### config.mk
export PLATFORM = sky130hd
export DESIGN_NAME = display_command_line_parser
export DESIGN_NICKNAME = d
export VERILOG_FILES = /design/src/dclp_pkg.sv /design/src/dclp_fifo.sv /design/src/dclp_front.sv /design/src/dclp_back.sv /design/src/display_command_line_parser.sv
export SDC_FILE = /design/constraint.sdc
export NUM_CORES = 1
export LEC_CHECK = 0
export BUFFER_PORTS_ARGS = -buffer_cell sky130_fd_sc_hd__buf_4
export CORE_ASPECT_RATIO = 1.75
export CORE_UTILIZATION = 38
export CTS_BUF_LIST = sky130_fd_sc_hd__clkbuf_2 sky130_fd_sc_hd__clkbuf_4 sky130_fd_sc_hd__clkbuf_8
export DETAILED_ROUTE_END_ITERATION = 6
export HOLD_SLACK_MARGIN = 0.05
export PLACE_DENSITY = 0.57
export SETUP_SLACK_MARGIN = 0.05
export SYNTH_ARGS = -nofsm -noshare
export SYNTH_HDL_FRONTEND = slang
export SYNTH_SLANG_ARGS = --single-unit
### constraint.sdc
create_clock -name clk -period 3.5 [get_ports clk]
set_input_delay 0 -clock clk [delete_from_list [all_inputs] [get_ports clk]]
set_output_delay 0 -clock clk [all_outputs]
set_load 0.02 [all_outputs]
### src/dclp_pkg.sv
package dclp_pkg;

	// Default sizes of the display text area, number fields and line queue
	localparam int TEXT_COLS_DEF   = 21;
	localparam int TEXT_ROWS_DEF   = 8;
	localparam int MAX_DIGITS_DEF  = 2;
	localparam int QUEUE_DEPTH_DEF = 4;

	// Parsed numbers saturate at 127 and fit in 7 bits
	localparam int         NUM_W   = 7;
	localparam logic [6:0] NUM_SAT = 7'd127;

	// Characters
	localparam logic [7:0] CH_NL   = 8'd10;
	localparam logic [7:0] CH_B    = 8'h42;
	localparam logic [7:0] CH_G    = 8'h47;
	localparam logic [7:0] CH_N    = 8'h4E;
	localparam logic [7:0] CH_H    = 8'h48;
	localparam logic [7:0] CH_T    = 8'h54;
	localparam logic [7:0] CH_W    = 8'h57;
	localparam logic [7:0] CH_I    = 8'h49;
	localparam logic [7:0] CH_C    = 8'h43;
	localparam logic [7:0] CH_ONE  = 8'h31;
	localparam logic [7:0] CH_ZERO = 8'h30;
	localparam logic [7:0] CH_NINE = 8'h39;
	localparam logic [7:0] CH_NUL  = 8'h00;

	// Command codes
	localparam logic [2:0] CMD_NONE = 3'd0;
	localparam logic [2:0] CMD_HAND = 3'd1;
	localparam logic [2:0] CMD_TEXT = 3'd2;
	localparam logic [2:0] CMD_BL   = 3'd3;
	localparam logic [2:0] CMD_WAIT = 3'd4;
	localparam logic [2:0] CMD_INV  = 3'd5;
	localparam logic [2:0] CMD_CLR  = 3'd6;

	// Reply codes
	localparam logic [1:0] REP_NONE   = 2'd0;
	localparam logic [1:0] REP_ACK    = 2'd1;
	localparam logic [1:0] REP_REFUSE = 2'd2;

	typedef enum logic [3:0] {
		PH_B,
		PH_G,
		PH_N,
		PH_OP,
		PH_INV,
		PH_UND,
		PH_X,
		PH_Y,
		PH_TEXT,
		PH_BL,
		PH_SKIP,
		PH_TEXT_END
	} phase_t;

	typedef enum logic [1:0] {
		BK_IDLE,
		BK_FETCH,
		BK_LOAD,
		BK_CMD
	} bk_state_t;

	// Queue entry: either one text character or the end-of-line summary
	typedef struct packed {
		logic             line_end;
		logic [7:0]       data;
		logic [2:0]       cmd;
		logic [1:0]       rep;
		logic [NUM_W-1:0] pos_x;
		logic [NUM_W-1:0] pos_y;
		logic             inv;
		logic             und;
		logic             bl;
		logic             emit;
	} entry_t;

	typedef struct packed {
		logic             is_command;
		logic [2:0]       command;
		logic [1:0]       reply;
		logic [7:0]       text_char;
		logic [NUM_W-1:0] column;
		logic [NUM_W-1:0] row;
		logic             inverted;
		logic             underline;
		logic             backlight_on;
		logic [NUM_W-1:0] text_length;
		logic             last;
	} result_t;

	function automatic logic [NUM_W-1:0] add_digit(input logic [NUM_W-1:0] v,
		input logic [3:0] d);
		logic [10:0] n;
		n = {1'b0, v, 3'b000} + {3'b000, v, 1'b0} + {7'd0, d};
		return (n > {4'd0, NUM_SAT}) ? NUM_SAT : n[NUM_W-1:0];
	endfunction

	function automatic logic [2:0] opcode_of(input logic [7:0] c);
		logic [2:0] op;
		case (c)
			CH_H:    op = CMD_HAND;
			CH_T:    op = CMD_TEXT;
			CH_B:    op = CMD_BL;
			CH_W:    op = CMD_WAIT;
			CH_I:    op = CMD_INV;
			CH_C:    op = CMD_CLR;
			default: op = CMD_NONE;
		endcase
		return op;
	endfunction

endpackage

### src/dclp_fifo.sv
module dclp_fifo #(
	parameter int DEPTH = dclp_pkg::QUEUE_DEPTH_DEF
) (
	input  logic            clk,
	input  logic            arst_n,
	input  logic            push,
	input  dclp_pkg::entry_t wdata,
	output logic            full,
	input  logic            pop,
	output dclp_pkg::entry_t rdata,
	output logic            empty
);
	import dclp_pkg::*;

	localparam int PTR_W = (DEPTH > 1) ? $clog2(DEPTH) : 1;
	localparam int CNT_W = $clog2(DEPTH + 1);

	entry_t           slots_q [DEPTH];
	logic [PTR_W-1:0] wr_ptr_q;
	logic [PTR_W-1:0] rd_ptr_q;
	logic [CNT_W-1:0] count_q;

	assign full  = (count_q == CNT_W'(DEPTH));
	assign empty = (count_q == '0);
	assign rdata = slots_q[rd_ptr_q];

	always_ff @(posedge clk) begin
		if (push) begin
			slots_q[wr_ptr_q] <= wdata;
		end
	end

	always_ff @(posedge clk or negedge arst_n) begin
		if (!arst_n) begin
			wr_ptr_q <= '0;
			rd_ptr_q <= '0;
			count_q  <= '0;
		end else begin
			if (push) begin
				wr_ptr_q <= (wr_ptr_q == PTR_W'(DEPTH - 1)) ? '0 : wr_ptr_q + 1'b1;
			end
			if (pop) begin
				rd_ptr_q <= (rd_ptr_q == PTR_W'(DEPTH - 1)) ? '0 : rd_ptr_q + 1'b1;
			end
			if (push && !pop) begin
				count_q <= count_q + 1'b1;
			end else if (pop && !push) begin
				count_q <= count_q - 1'b1;
			end
		end
	end

`ifndef SYNTHESIS
	a_no_overflow: assert property (@(posedge clk) disable iff (!arst_n) push |-> !full)
		else $error("queue written while full");
	a_no_underflow: assert property (@(posedge clk) disable iff (!arst_n) pop |-> !empty)
		else $error("queue read while empty");
`endif

endmodule

### src/dclp_front.sv
module dclp_front #(
	parameter int TEXT_COLS  = dclp_pkg::TEXT_COLS_DEF,
	parameter int TEXT_ROWS  = dclp_pkg::TEXT_ROWS_DEF,
	parameter int MAX_DIGITS = dclp_pkg::MAX_DIGITS_DEF
) (
	input  logic             clk,
	input  logic             arst_n,
	input  logic             rx_valid,
	input  logic [7:0]       rx_byte,
	input  logic             q_full,
	output logic             accept,
	output logic             push,
	output dclp_pkg::entry_t entry
);
	import dclp_pkg::*;

	localparam int DIG_W = $clog2(MAX_DIGITS + 1);

	phase_t           phase_q, phase_d;
	logic             hs_q, hs_d;
	logic             rej_q, rej_d;
	logic [2:0]       op_q, op_d;
	logic [2:0]       flags_q, flags_d;
	logic [NUM_W-1:0] x_q, x_d, y_q, y_d;
	logic [DIG_W-1:0] xn_q, xn_d, yn_q, yn_d;

	logic       is_digit;
	logic [3:0] digit;
	logic       line_ok;

	assign accept   = rx_valid && !q_full;
	assign is_digit = (rx_byte >= CH_ZERO) && (rx_byte <= CH_NINE);
	assign digit    = 4'(rx_byte - CH_ZERO);
	assign line_ok  = !rej_q && !(phase_q == PH_B || phase_q == PH_G ||
		phase_q == PH_N || phase_q == PH_OP);

	always_ff @(posedge clk or negedge arst_n) begin
		if (!arst_n) begin
			phase_q <= PH_B;
			hs_q    <= 1'b0;
			rej_q   <= 1'b0;
			op_q    <= CMD_NONE;
			flags_q <= '0;
			x_q     <= '0;
			y_q     <= '0;
			xn_q    <= '0;
			yn_q    <= '0;
		end else begin
			phase_q <= phase_d;
			hs_q    <= hs_d;
			rej_q   <= rej_d;
			op_q    <= op_d;
			flags_q <= flags_d;
			x_q     <= x_d;
			y_q     <= y_d;
			xn_q    <= xn_d;
			yn_q    <= yn_d;
		end
	end

	always_comb begin
		phase_d = phase_q;
		hs_d    = hs_q;
		rej_d   = rej_q;
		op_d    = op_q;
		flags_d = flags_q;
		x_d     = x_q;
		y_d     = y_q;
		xn_d    = xn_q;
		yn_d    = yn_q;
		push    = 1'b0;
		entry   = '0;

		if (accept) begin
			if (rx_byte == CH_NL) begin
				push           = 1'b1;
				entry.line_end = 1'b1;
				if (line_ok) begin
					entry.cmd = op_q;
					if (op_q == CMD_HAND) begin
						hs_d      = 1'b1;
						entry.rep = REP_ACK;
					end else if (!hs_q) begin
						entry.rep = REP_REFUSE;
					end else if (op_q == CMD_TEXT) begin
						if (x_q >= NUM_W'(TEXT_COLS) || y_q >= NUM_W'(TEXT_ROWS)) begin
							entry.rep = REP_REFUSE;
						end else begin
							entry.rep   = REP_ACK;
							entry.emit  = 1'b1;
							entry.pos_x = x_q;
							entry.pos_y = y_q;
							entry.inv   = flags_q[0];
							entry.und   = flags_q[1];
						end
					end else begin
						entry.rep = REP_ACK;
						entry.bl  = (op_q == CMD_BL) && flags_q[2];
					end
				end
				// line state back to start; handshake is kept
				phase_d = PH_B;
				rej_d   = 1'b0;
				op_d    = CMD_NONE;
				flags_d = '0;
				x_d     = '0;
				y_d     = '0;
				xn_d    = '0;
				yn_d    = '0;
			end else begin
				unique case (phase_q)
					PH_B: begin
						if (rx_byte == CH_B) phase_d = PH_G;
						else begin rej_d = 1'b1; phase_d = PH_SKIP; end
					end
					PH_G: begin
						if (rx_byte == CH_G) phase_d = PH_N;
						else begin rej_d = 1'b1; phase_d = PH_SKIP; end
					end
					PH_N: begin
						if (rx_byte == CH_N) phase_d = PH_OP;
						else begin rej_d = 1'b1; phase_d = PH_SKIP; end
					end
					PH_OP: begin
						op_d = opcode_of(rx_byte);
						if (op_d == CMD_NONE) begin
							rej_d   = 1'b1;
							phase_d = PH_SKIP;
						end else if (op_d == CMD_TEXT) begin
							phase_d = PH_INV;
						end else if (op_d == CMD_BL) begin
							phase_d = PH_BL;
						end else begin
							phase_d = PH_SKIP;
						end
					end
					PH_INV: begin
						if (rx_byte == CH_ONE) flags_d[0] = 1'b1;
						phase_d = PH_UND;
					end
					PH_UND: begin
						if (rx_byte == CH_ONE) flags_d[1] = 1'b1;
						phase_d = PH_X;
					end
					PH_X: begin
						if (is_digit) begin
							x_d  = add_digit(x_q, digit);
							xn_d = xn_q + 1'b1;
							if (xn_d >= DIG_W'(MAX_DIGITS)) phase_d = PH_Y;
						end else begin
							phase_d = PH_Y;
						end
					end
					PH_Y: begin
						if (is_digit) begin
							y_d  = add_digit(y_q, digit);
							yn_d = yn_q + 1'b1;
							if (yn_d >= DIG_W'(MAX_DIGITS)) phase_d = PH_TEXT;
						end else begin
							phase_d = PH_TEXT;
						end
					end
					PH_TEXT: begin
						if (rx_byte == CH_NUL) begin
							phase_d = PH_TEXT_END;
						end else begin
							// overflow past the last column is dropped in the back end
							push       = 1'b1;
							entry.data = rx_byte;
						end
					end
					PH_BL: begin
						if (rx_byte == CH_ONE) flags_d[2] = 1'b1;
						phase_d = PH_SKIP;
					end
					default: begin
					end
				endcase
			end
		end
	end

endmodule

### src/dclp_back.sv
module dclp_back #(
	parameter int TEXT_COLS = dclp_pkg::TEXT_COLS_DEF
) (
	input  logic              clk,
	input  logic              arst_n,
	input  logic              q_empty,
	input  dclp_pkg::entry_t  q_entry,
	output logic              pop,
	output logic              res_valid,
	input  logic              res_stall,
	output dclp_pkg::result_t res
);
	import dclp_pkg::*;

	localparam int CNT_W = $clog2(TEXT_COLS + 1);
	localparam int IDX_W = (TEXT_COLS > 1) ? $clog2(TEXT_COLS) : 1;

	logic [7:0]       text_mem [TEXT_COLS];
	logic [7:0]       rdata_q;
	bk_state_t        state_q, state_d;
	logic [CNT_W-1:0] cnt_q;
	logic [IDX_W-1:0] idx_q;
	entry_t           line_q;
	logic             out_valid_q;
	result_t          res_q;

	logic slot_free;
	logic wr_en;
	logic load_text, load_cmd, take_line;
	logic [NUM_W-1:0] len_ext;

	assign slot_free = !out_valid_q || !res_stall;
	assign pop       = (state_q == BK_IDLE) && !q_empty;
	assign take_line = pop && q_entry.line_end;
	assign wr_en     = pop && !q_entry.line_end && (cnt_q < CNT_W'(TEXT_COLS));
	assign len_ext   = NUM_W'(cnt_q);
	assign res_valid = out_valid_q;
	assign res       = res_q;

	always_ff @(posedge clk) begin
		if (wr_en) begin
			text_mem[cnt_q[IDX_W-1:0]] <= q_entry.data;
		end
		rdata_q <= text_mem[idx_q];
	end

	always_comb begin
		state_d   = state_q;
		load_text = 1'b0;
		load_cmd  = 1'b0;
		unique case (state_q)
			BK_IDLE: begin
				if (take_line) begin
					state_d = (q_entry.emit && cnt_q != '0) ? BK_FETCH : BK_CMD;
				end
			end
			BK_FETCH: state_d = BK_LOAD;
			BK_LOAD: begin
				if (slot_free) begin
					load_text = 1'b1;
					state_d   = (CNT_W'(idx_q) + 1'b1 == cnt_q) ? BK_CMD : BK_FETCH;
				end
			end
			BK_CMD: begin
				if (slot_free) begin
					load_cmd = 1'b1;
					state_d  = BK_IDLE;
				end
			end
			default: state_d = BK_IDLE;
		endcase
	end

	always_ff @(posedge clk or negedge arst_n) begin
		if (!arst_n) begin
			state_q     <= BK_IDLE;
			cnt_q       <= '0;
			idx_q       <= '0;
			out_valid_q <= 1'b0;
		end else begin
			state_q <= state_d;
			if (wr_en) begin
				cnt_q <= cnt_q + 1'b1;
			end
			if (load_text) begin
				idx_q <= idx_q + 1'b1;
			end
			if (load_cmd) begin
				cnt_q <= '0;
				idx_q <= '0;
			end
			if (load_text || load_cmd) begin
				out_valid_q <= 1'b1;
			end else if (!res_stall) begin
				out_valid_q <= 1'b0;
			end
		end
	end

	always_ff @(posedge clk) begin
		if (take_line) begin
			line_q <= q_entry;
		end
		if (load_text) begin
			res_q.is_command   <= 1'b0;
			res_q.command      <= CMD_TEXT;
			res_q.reply        <= REP_ACK;
			res_q.text_char    <= rdata_q;
			res_q.column       <= line_q.pos_x;
			res_q.row          <= line_q.pos_y;
			res_q.inverted     <= line_q.inv;
			res_q.underline    <= line_q.und;
			res_q.backlight_on <= 1'b0;
			res_q.text_length  <= len_ext;
			res_q.last         <= 1'b0;
		end else if (load_cmd) begin
			res_q.is_command   <= 1'b1;
			res_q.command      <= line_q.cmd;
			res_q.reply        <= line_q.rep;
			res_q.text_char    <= '0;
			res_q.column       <= line_q.pos_x;
			res_q.row          <= line_q.pos_y;
			res_q.inverted     <= line_q.inv;
			res_q.underline    <= line_q.und;
			res_q.backlight_on <= line_q.bl;
			res_q.text_length  <= line_q.emit ? len_ext : '0;
			res_q.last         <= 1'b1;
		end
	end

`ifndef SYNTHESIS
	a_idx_in_range: assert property (@(posedge clk) disable iff (!arst_n)
		(state_q == BK_LOAD) |-> (CNT_W'(idx_q) < cnt_q))
		else $error("text read index past fill count");
	a_drain_only_on_ack: assert property (@(posedge clk) disable iff (!arst_n)
		(state_q == BK_FETCH) |-> (line_q.emit && line_q.cmd == CMD_TEXT))
		else $error("text drained for a line that does not emit text");
`endif

endmodule

### src/display_command_line_parser.sv
// Channel   Direction  Handshake            Word
// rx        in         rx_valid / rx_stall  rx_byte
// res       out        res_valid / res_stall is_command, command, reply, text_char,
//                                           column, row, inverted, underline,
//                                           backlight_on, text_length, last
//
// One byte is taken per cycle while the line queue has room; result words come
// out only after a newline.
// After a newline the back end gives each stored text character by a memory read,
// then an output load, and then gives the command word.
// Reset (arst_n low) clears the parser, the handshake flag, the queue and res_valid.
// res_stall holds the output register; the queue then fills and raises rx_stall.
module display_command_line_parser #(
	parameter int TEXT_COLS   = dclp_pkg::TEXT_COLS_DEF,
	parameter int TEXT_ROWS   = dclp_pkg::TEXT_ROWS_DEF,
	parameter int MAX_DIGITS  = dclp_pkg::MAX_DIGITS_DEF,
	parameter int QUEUE_DEPTH = dclp_pkg::QUEUE_DEPTH_DEF,
	localparam int COL_W = (TEXT_COLS > 1) ? $clog2(TEXT_COLS) : 1,
	localparam int ROW_W = (TEXT_ROWS > 1) ? $clog2(TEXT_ROWS) : 1,
	localparam int LEN_W = $clog2(TEXT_COLS + 1)
) (
	input  logic             clk,
	input  logic             arst_n,
	input  logic             rx_valid,
	output logic             rx_stall,
	input  logic [7:0]       rx_byte,
	output logic             res_valid,
	input  logic             res_stall,
	output logic             is_command,
	output logic [2:0]       command,
	output logic [1:0]       reply,
	output logic [7:0]       text_char,
	output logic [COL_W-1:0] column,
	output logic [ROW_W-1:0] row,
	output logic             inverted,
	output logic             underline,
	output logic             backlight_on,
	output logic [LEN_W-1:0] text_length,
	output logic             last
);
	import dclp_pkg::*;

	// front end -> queue
	logic   f_push;
	logic   f_accept;
	entry_t f_entry;
	// queue -> back end
	logic   q_full, q_empty, b_pop;
	entry_t q_entry;
	result_t res;

	assign rx_stall = q_full;

	// parses the byte stream; one queue word per text char or newline
	dclp_front #(
		.TEXT_COLS  (TEXT_COLS),
		.TEXT_ROWS  (TEXT_ROWS),
		.MAX_DIGITS (MAX_DIGITS)
	) u_front (
		.clk      (clk),
		.arst_n   (arst_n),
		.rx_valid (rx_valid),
		.rx_byte  (rx_byte),
		.q_full   (q_full),
		.accept   (f_accept),
		.push     (f_push),
		.entry    (f_entry)
	);

	// short queue lets parsing of the next line overlap the text drain
	dclp_fifo #(
		.DEPTH (QUEUE_DEPTH)
	) u_fifo (
		.clk    (clk),
		.arst_n (arst_n),
		.push   (f_push),
		.wdata  (f_entry),
		.full   (q_full),
		.pop    (b_pop),
		.rdata  (q_entry),
		.empty  (q_empty)
	);

	// holds the text memory and sequences the result words
	dclp_back #(
		.TEXT_COLS (TEXT_COLS)
	) u_back (
		.clk       (clk),
		.arst_n    (arst_n),
		.q_empty   (q_empty),
		.q_entry   (q_entry),
		.pop       (b_pop),
		.res_valid (res_valid),
		.res_stall (res_stall),
		.res       (res)
	);

	assign is_command   = res.is_command;
	assign command      = res.command;
	assign reply        = res.reply;
	assign text_char    = res.text_char;
	assign column       = res.column[COL_W-1:0];
	assign row          = res.row[ROW_W-1:0];
	assign inverted     = res.inverted;
	assign underline    = res.underline;
	assign backlight_on = res.backlight_on;
	assign text_length  = res.text_length[LEN_W-1:0];
	assign last         = res.last;

`ifndef SYNTHESIS
	a_push_needs_accept: assert property (@(posedge clk) disable iff (!arst_n)
		f_push |-> f_accept)
		else $error("queue word without an accepted byte");
	a_newline_pushes: assert property (@(posedge clk) disable iff (!arst_n)
		(f_accept && rx_byte == CH_NL) |-> (f_push && f_entry.line_end))
		else $error("newline did not queue a line end");
`endif

endmodule

After elaboration in Yosys (flattened, before gate mapping)
Memories as Yosys holds them, arrays and structs flattened. A register that Yosys moved wholly into a read port is not among the register bits.
Cells that the tools add are included.
{"block": "op_classes", "addsub": 13, "order_cmp": 9, "n_eq_ne": 42, "mux": 92, "n_reduce_logical": 55}
{"operator": "33-bit two-way mux", "n": 2}
{"operator": "8-bit by 7-bit == test with 1-bit output (second input constant)", "n": 8}
{"operator": "7-bit two-way mux", "n": 8}
{"operator": "23-bit two-way mux", "n": 2}
{"operator": "4-bit two-way mux", "n": 11}
{"operator": "4-bit one-hot mux with 10 select lines", "n": 1}
{"operator": "18-bit two-way mux", "n": 2}
{"operator": "2-bit two-way mux", "n": 18}
{"operator": "16-bit two-way mux", "n": 2}
{"operator": "32-bit two-way mux", "n": 1}
{"operator": "1-bit two-way mux", "n": 26}
{"operator": "5-bit two-way mux", "n": 5}
{"operator": "3-bit two-way mux", "n": 8}
{"operator": "8-bit two-way mux", "n": 3}
{"operator": "10-bit by 8-bit adder with 11-bit output", "n": 2}
{"operator": "11-bit by 4-bit adder with 11-bit output", "n": 2}
{"operator": "11-bit by 7-bit greater-than comparator with 1-bit output (second input constant)", "n": 2}
{"operator": "2-bit nonzero test", "n": 11}
{"operator": "3-bit one-hot mux with 6 select lines", "n": 1}
{"operator": "3-bit AND reduction", "n": 6}
{"operator": "4-bit by 3-bit == test with 1-bit output (second input constant)", "n": 4}
{"operator": "3-bit by 2-bit == test with 1-bit output (second input constant)", "n": 4}
{"operator": "3-bit != test (second input constant)", "n": 4}
{"operator": "1-bit logical AND", "n": 11}
{"operator": "38 further kinds", "n": 67}
{"block": "totals", "reg_bits": 105, "mem_bits_rw": 296, "in_bits": 12, "out_inout_bits": 33, "elab_cells": 250, "mem_count": 2}
{"name": "u_back.text_mem", "depth": 21, "width": 8, "read_ports": 1, "rd_clocked_by_memory_dff": 1, "write_ports": 1, "line": "dclp_back.sv:18", "text": "logic [7:0] text_mem [TEXT_COLS];"}
{"name": "u_fifo.slots_q", "depth": 4, "width": 32, "read_ports": 1, "rd_clocked_by_memory_dff": 0, "write_ports": 1, "line": "dclp_fifo.sv:18", "text": "entry_t slots_q [DEPTH];"}

Longest topological paths before layout
Gate-level depths: netlist of run 1.
{"block": "logic_depth", "depth_word": 11, "depth_mapped": 12, "mapped_depth_nobuf": 11}

By module
Synthesis of run 1 repeated with hierarchy kept, for this count alone.
{"block": "unflattened", "hier_cells": 1127, "area_unflattened_um2": 17639.4}
{"module": "dclp_back", "n_inst": 1, "cells_each": 580, "area_per_inst_um2": 9699.3, "seq_area_each_um2": 7231.9}
{"module": "dclp_fifo", "n_inst": 1, "cells_each": 205, "area_per_inst_um2": 5082.4, "seq_area_each_um2": 4018.9}
{"module": "dclp_front", "n_inst": 1, "cells_each": 342, "area_per_inst_um2": 2857.7, "seq_area_each_um2": 750.7}

Least setup slack after synthesis of run 1
No wires, ideal clock.
{"block": "synth_timing", "kind": "register to register", "startpoint": "reg u_front.phase_q[1]", "endpoint": "mem u_fifo.slots_q[0][0] in the netlist's numbering, enable pin", "setup_time_ns": 0.412, "arrival_ns": 2.591, "required_ns": 3.088, "path_slack_ns": 0.497, "stages_incl_launch_ff": 6, "n_path_buf": 1, "cell_sequence": "dfrtp_1 -> buf_2 -> or4b_1 -> nor2_2 -> a21oi_2 -> nor2b_1"}
{"block": "synth_via", "elab_chain_cells": 6}
{"item": "from (decl)", "line": "dclp_front.sv:19", "text": "phase_t phase_q, phase_d;"}
{"item": "from (signal assigned)", "line": "dclp_front.sv:49", "text": "phase_q <= phase_d;"}
{"item": "4-bit == test", "line": "dclp_front.sv:111", "text": "unique case (phase_q)"}
{"item": "1-bit two-way mux", "line": "dclp_front.sv:111"}
{"item": "1-bit two-way mux", "line": "dclp_front.sv:75", "text": "if (rx_byte == CH_NL) begin"}
{"item": "1-bit two-way mux", "line": "dclp_front.sv:74", "text": "if (accept) begin"}
{"item": "1-bit two-way mux", "line": "dclp_fifo.sv:28", "text": "if (push) begin"}
{"item": "1-bit two-way mux (implied by the code)", "line": "dclp_fifo.sv:29", "text": "slots_q[wr_ptr_q] <= wdata;"}
{"item": "to (decl)", "line": "dclp_fifo.sv:18"}
Every way passes these cells.

Worst setup path in the final report of run 1
{"block": "layout_timing", "startpoint": "reg u_fifo.count_q[0]", "endpoint": "reg u_fifo.count_q[1]"}
{"block": "layout_via", "elab_chain_cells": 7, "elab_cells_between_ends": 16, "cone_classes": "2 x add/sub; 1 x eq/ne; 3 x mux; 10 x reduce/logical"}
{"item": "from (decl)", "line": "dclp_fifo.sv:21", "text": "logic [CNT_W-1:0] count_q;"}
{"item": "from (signal assigned)", "line": "dclp_fifo.sv:46", "text": "count_q <= count_q + 1'b1;"}
{"item": "from (signal assigned)", "line": "dclp_fifo.sv:48", "text": "count_q <= count_q - 1'b1;"}
{"item": "3-bit == test *", "line": "dclp_fifo.sv:23", "text": "assign full = (count_q == CNT_W'(DEPTH));"}
{"item": "1-bit logical NOT *", "line": "dclp_front.sv:31", "text": "assign accept = rx_valid && !q_full;"}
{"item": "1-bit logical AND *", "line": "dclp_front.sv:31"}
{"item": "1-bit two-way mux *", "line": "dclp_front.sv:74"}
{"item": "named net f_push", "line": "display_command_line_parser.sv:44", "text": "logic f_push;"}
{"item": "1-bit logical NOT", "line": "dclp_fifo.sv:47", "text": "end else if (pop && !push) begin"}
{"item": "1-bit logical AND", "line": "dclp_fifo.sv:47"}
{"item": "2-bit nonzero test (no line)"}
Mark *: on every way through the listed nets, which the timed path passes. The rest lies on a longest branch. The select of a mux whose other input is x is not followed.
A chain may end at the register's enable or synchronous reset.

==> results.py, run 1 <==
metrics = {
    "die": {
        "die_w_um": 158,
        "core-area_um2": 41700,
        "dieArea_um2": 43200,
        "rows": 99,
        "initial_core_util": 0.386,
        "io-pin-count": 45,
        "die_y_um": 274,
    },
    "sta": {
        "finalSetupViolations": 0,
        "timing.fmax_mhz": 332,
        "drv_slew": 0,
        "fin_tns_setup_ns": 0,
        "hold_viol": 0,
        "finClkSkew_ns": 0.0181,
        "relSlewSlack": 0.229,
        "worst_pin_slew_ns": 1.15,
        "period_share": 0.859,
        "fin_crit_ns": 3.01,
        "rsz0062_at_grt": "false",
        "holdWs_ns": 0.389,
    },
    "route": {
        "wirelength_um": 34500,
        "routed-wl-met3_um": 1290,
        "wire_per_inst_um": 20.3,
        "drt_iter0_markers": 379,
        "vias": 8829,
        "antenna_left": 0,
        "wl_met1_um": 12000,
        "drc": 0,
        "highest_layer": "met4",
        "firstDrtPassIters": 5,
        "via_per_inst": 5.19,
        "dr_wl_met2_um": 20400,
    },
    "setup_path": {
        "crit_path_end_kind": "flip-flop",
        "crit_start": "u_fifo.count_q[0]",
        "start_kind": "flip-flop",
        "cp.required_ns": 3.98,
        "reg2reg_to": "u_fifo.count_q[1]",
        "path_class": "reg -> reg",
        "endpoint": "u_fifo.count_q[1]",
        "r2r.worst_path.cells": 9,
        "critPathMaxFanout": 8,
        "r2r_start": "u_fifo.count_q[0]",
        "cp.arrival_ns": 3.49,
        "r2r_slack_ns": 0.49,
    },
    "synth": {
        "synth.avg_cell_area_um2": 16.2,
        "synth_top_area_share": 0.582,
        "synth_top_cells_by_area": "edfxtp_1 58%, mux4_2 10%, dfrtp_1 7.8%",
        "synth_most_common_cell": "edfxtp_1",
        "synth_commonest_cells": "312 x edfxtp_1, 74 x mux4_2, 64 x nor2_1, 53 x nand2_1, 50 x dfrtp_1",
        "ys_seq_area_frac": 0.678,
        "synth_fp_nets": 1047,
        "yosysTopAreaCell": "edfxtp_1",
        "syn_inst": 993,
        "ys.flop_type": "edfxtp_1",
        "synthArstFlopShare": 0.133,
        "ys.warnings.count": 0,
        "ys_types": 76,
        "synth_edf_count": 312,
        "ys_ff_latch": 377,
        "synth_area_um2": 16100,
    },
    "cts": {
        "numCtsBuffers": 55,
        "root_buffer": "clkbuf_8",
        "cts.sinks": 377,
        "cts.reportedPaths.clkPinSlew_ns": 0.07,
        "clock_latency_ns": 0.60,
        "h-tree-depth": 2,
        "cts_tree": "yes",
        "ctsHoldBuffers": 17,
        "cts-resized-gates": 0,
        "clock_path_buffers": 3,
        "post_cts_buffers": 0,
    },
    "grt": {
        "grt_pass1_vias": 9559,
        "track_usage": 0.168,
        "grt_max_degree": 51,
        "grt_first_pass_wirelength_um": 54100,
        "grt_overflow": 0,
        "antenna_found_initial": 1,
    },
    "place": {
        "hpwlAfterDp_um": 23900,
        "numPortBuffers": 44,
        "gp_congestion": 0.811,
        "dpl-instance-area_um2": 17200,
    },
    "status": {
        "status": "finished, final reports clean",
    },
    "cells_and_area": {
        "fin_nets": 1157,
        "drive_above_1_share": 0.245,
        "area_growth_pct": 14.9,
        "fillers": 3757,
        "design_area_um2": 18500,
    },
    "run": {
        "maxCapViolCount": 0,
    },
    "pwr": {
        "power_density_nw_per_um2": 723,
        "peakVddDrop_mv": 0.348,
        "p_leak_nw": 6.72,
    },
    "hold_path": {
        "hp-class": "in -> reg",
    },
}
cell usage in the layout, fill, tap and decap left out, types with 8 or more instances in the layout:
master	instances
nand3_1	16
edfxtp_1	312
and2_1	34
nor2_1	64
xor2_1	13
a41oi_1	8
mux4_2	74
ha_1	37
dfxtp_1	15
and3_1	15
dfrtp_1	48
clkbuf_8	58
o21ai_0	20
clkinv_1	12
clkbuf_4	19
dlygate4sd3_1	16
nor3_1	12
mux2i_1	13
mux2_2	8
buf_4	82
nand2_1	53
inv_1	39
a21oi_1	44
layer usage:
| metal | vias up | global-route usage |
|---|---|---|
| met5 | - | 0 |
| met4 | 0 | 0.0598 |
| met3 | 70 | 0.0258 |
| met2 | 200 | 0.340 |
| met1 | 4479 | 0.167 |
| li1 | 4080 | - |
state kept, by name, summed over array words and instances (netlist names), 7 cells and up:
name / cells
u_front.x_q: 7
u_fifo.slots_q: 104
u_back.text_mem: 168
u_back.res: 30
u_back.rdata_q: 8
u_back.line_q: 17
u_front.y_q: 7
worst min-delay path by stage:
stage,from,endpoint,depth (start not counted)
4_1_cts,rx_byte[5],u_fifo.slots_q[1][28],3
6_report,rx_byte[5],u_fifo.slots_q[0][28],3
5_1_grt,rx_byte[5],u_fifo.slots_q[0][28],3
2_1_floorplan,arst_n,u_back.cnt_q[0],0
3_3_place_gp,arst_n,u_front.x_q[6],1
3_5_place_dp,arst_n,u_front.x_q[6],1
through the flow:
| step | setup WS [ns] | instances | utilization | power, mW |
|---|---|---|---|---|
| finish | 0.492 | 1701 | 0.443 | 13.4 |
| global route | 0.330 | 1701 | 0.443 | 14.1 |
| CTS | 0.459 | 1700 | 0.443 | 13.6 |
| detailed placement | 0.483 | 1584 | 0.412 | 10.1 |
| global placement | 0.522 | 1584 | 0.412 | 10.0 |
| floorplan | 0.497 | 993 | - | 8.79 |
power breakdown:
part / leakage, nW / total, mW / internal (mW) / switching, mW
Combinational: 2.48 / 3.66 / 1.57 / 2.09
Sequential: 3.67 / 6.23 / 5.79 / 0.446
Clock: 0.580 / 3.49 / 1.88 / 1.61
worst max-delay path, cell delays in order, from the launching register on:
cell and delay (ns):
dfrtp_1 0.45, or3b_1 0.55, nand2_2 0.21, nor2_2 0.10
a21oi_2 0.46, inv_1 0.11, ha_1 0.24, inv_1 0.08
fa_1 0.41, mux2_2 0.26
final cells by class:
class / instances / area (µm²) / area share
antenna: 1 / 2.50 / 0.000135
clock buffer: 77 / 941 / 0.0509
clock inverter: 22 / 151 / 0.00818
inverter: 39 / 146 / 0.00791
multi-input combinational: 530 / 4820 / 0.260
sequential: 377 / 10900 / 0.590
tap: 555 / 694 / 0.0375
timing repair buffer: 100 / 823 / 0.0445
cell families after synthesis:
kind of cell               share of synthesized area
xor gates and xnor gates                      0.0103
adders and majority gates                     0.0350
DFF                                            0.678
muxes                                          0.117
buffers and inverters                         0.0229
and+or+nand+nor                               0.0850
AOI/OAI and AO/OA                             0.0512
(Power assumes the default switching activity.)
==> run 2: changes to the inputs <==
- CTS_CLUSTER_DIAMETER: default -> 50
- PLACE_DENSITY: 0.57 -> default
==> run 2 against run 1 <==
Net effect: combinational power decreased by 2%; final area rose by 0.48%; cell count rose by 0.35%; highest routed layer unchanged; sequential cell count stayed put; sequential share of layout area is 0.28 points lower; critical path type unchanged; register-to-register slack improved by 0.12 ns; maximum frequency increased by 4.0%.
==> results.py, run 2 (synthesis gave the netlist of run 1 again) <==
metrics = {
    "cells_and_area": {
        "fillers": 3738,
        "area_growth_pct": 15.5,
        "fin_nets": 1159,
        "final_common_cell": "edfxtp_1",
        "largest_reg_flops": 168,
        "mostFrequentLayoutCells": "312 x edfxtp_1, 83 x buf_4, 74 x mux4_2",
        "design_area_um2": 18600,
        "drive_above_1_share": 0.254,
    },
    "sta": {
        "worst_slack_ns": 0.608,
        "relSlewSlack": 0.330,
        "hold_viol": 0,
        "drv_slew": 0,
        "fin_tns_setup_ns": 0,
        "fin_crit_ns": 2.89,
        "period_share": 0.826,
        "holdWs_ns": 0.413,
        "timing.fmax_mhz": 346,
        "finalSetupViolations": 0,
        "worst_pin_slew_ns": 0.996,
        "finClkSkew_ns": 0.0270,
        "rsz0062_at_grt": "false",
    },
    "die": {
        "rows": 99,
        "dieArea_um2": 43200,
        "core-area_um2": 41700,
        "io-pin-count": 45,
        "initial_core_util": 0.386,
        "die_w_um": 158,
        "die_y_um": 274,
    },
    "status": {
        "status": "finished, final reports clean",
    },
    "route": {
        "firstDrtPassIters": 5,
        "antenna_left": 0,
        "wirelength_um": 33400,
        "vias": 8789,
        "drt_iter0_markers": 554,
        "via_per_inst": 5.15,
        "drc": 0,
        "wire_per_inst_um": 19.6,
    },
    "pwr": {
        "seqPwrFrac": 0.463,
        "power_mw": 13.5,
        "p_leak_nw": 6.77,
        "p_switching_mw": 4.13,
        "switching_share": 0.306,
        "power_density_nw_per_um2": 725,
        "clkPwrFrac": 0.270,
        "p_int_mw": 9.34,
        "combPwrFrac": 0.267,
        "peakVddDrop_mv": 0.369,
    },
    "place": {
        "gp_congestion": 0.837,
        "numPortBuffers": 44,
        "dpl-instance-area_um2": 17200,
        "hpwlAfterDp_um": 23100,
        "dpl_worst_slack_ns": 0.607,
    },
    "setup_path": {
        "max_stage_delay_ns": 0.57,
        "crit_chain": "inv_1, fa_1, inv_1, ha_1, a21o_1, a21oi_1, o41a_1, a2111oi_4, a22oi_1",
        "cp.arrival_ns": 3.36,
        "slowest_stage": "a2111oi_4",
        "cp.depth": 9,
        "reg2reg_to": "u_front.y_q[1]",
        "start_kind": "flip-flop",
        "r2r_start": "u_front.y_q[0]",
        "r2r_slack_ns": 0.61,
        "cp.buffers_inverters": 2,
        "cp.required_ns": 3.96,
        "crit_path_frequent_cell": "inv_1",
        "crit_start": "u_front.y_q[0]",
        "crit_family": "compound AO/OA/AOI/OAI gates",
        "path_class": "reg -> reg",
        "endpoint": "u_front.y_q[1]",
        "crit_path_end_kind": "flip-flop",
        "r2r.worst_path.cells": 9,
        "critPathMaxFanout": 7,
    },
    "grt": {
        "track_usage": 0.162,
        "grt_overflow": 0,
        "grt_max_degree": 51,
        "grt_pass1_vias": 9550,
        "antenna_found_initial": 1,
        "grt_first_pass_wirelength_um": 52800,
    },
    "cts": {
        "clock_path_buffers": 3,
        "h-tree-depth": 2,
        "numCtsBuffers": 55,
        "clock_latency_ns": 0.61,
        "cts.sinks": 377,
        "post_cts_buffers": 0,
        "cts_tree": "yes",
        "root_buffer": "clkbuf_8",
        "cts.reportedPaths.clkPinSlew_ns": 0.06,
    },
    "hold_path": {
        "hp-class": "in -> reg",
    },
    "run": {
        "maxCapViolCount": 0,
    },
}
run 2: cell count changes in the layout (fill, tap and decap cells not counted):
| cell | delta |
|---|---|
| inv_8 | +2 |
| buf_4 | +1 |
| clkbuf_4 | +4 |
| dlygate4sd3_1 | +1 |
| clkbuf_8 | +5 |
| clkinv_1 | -7 |
| clkinvlp_4 | +2 |
| bufinv_16 | -1 |
| inv_6 | -1 |
run 2: worst reg2reg max path, stage by stage (launching register included):
cell	delay [ns]
dfrtp_1	0.39
inv_1	0.07
fa_1	0.56
inv_1	0.06
ha_1	0.29
a21o_1	0.11
a21oi_1	0.09
o41a_1	0.46
a2111oi_4	0.57
a22oi_1	0.17
run 2: repair_timing:
action | in CTS | in global routing
hold endpoints to repair | 111 | 0
hold buffers | 18 | 0
endpoints found under the setup margin | 0 | 0
gates resized for setup | 0 | 0
run 2: worst min path at each step:
| stage | slack (ns) | from | to | cells past startpoint |
|---|---|---|---|---|
| floorplan | -0.30 | arst_n | u_back.cnt_q[0] | 0 |
| global placement | 0.11 | arst_n | u_front.x_q[6] | 1 |
| detailed placement | 0.11 | arst_n | u_front.x_q[1] | 1 |
| CTS | 0.36 | rx_byte[5] | u_fifo.slots_q[2][28] | 3 |
| global route | 0.41 | rx_byte[0] | u_front.y_q[0] | 4 |
| finish | 0.41 | rx_byte[5] | u_fifo.slots_q[2][28] | 3 |
run 2: power by group through the flow:
stage	sequential (mW)	clock, mW	combinational [mW]
floorplan	6.22	0	2.56
global placement	6.32	0	3.59
detailed placement	6.35	0	3.65
CTS	6.26	3.74	3.68
global route	6.32	3.92	3.95
finish	6.24	3.63	3.60
run 2: area by class of cell:
class	instances	area [µm²]	area share
Clock buffer	86	1040	0.0559
Inverter	39	146	0.00788
Timing Repair Buffer	102	841	0.0452
Multi-Input combinational cell	530	4820	0.259
Clock inverter	17	124	0.00666
Sequential cell	377	10900	0.588
Antenna cell	1	2.50	0.000135
Tap cell	555	694	0.0374
run 2: stage by stage:
stage,instances,utilization
detailed placement,1585,0.413
global placement,1585,0.413
floorplan,993,-
CTS,1706,0.445
global route,1707,0.445
finish,1707,0.445
run 2: metal layers:
layer	wire (µm)	GRT usage
met3	1050	0.0239
met1	11800	0.165
met4	1100	0.0639
met2	19400	0.323
met5	0	0
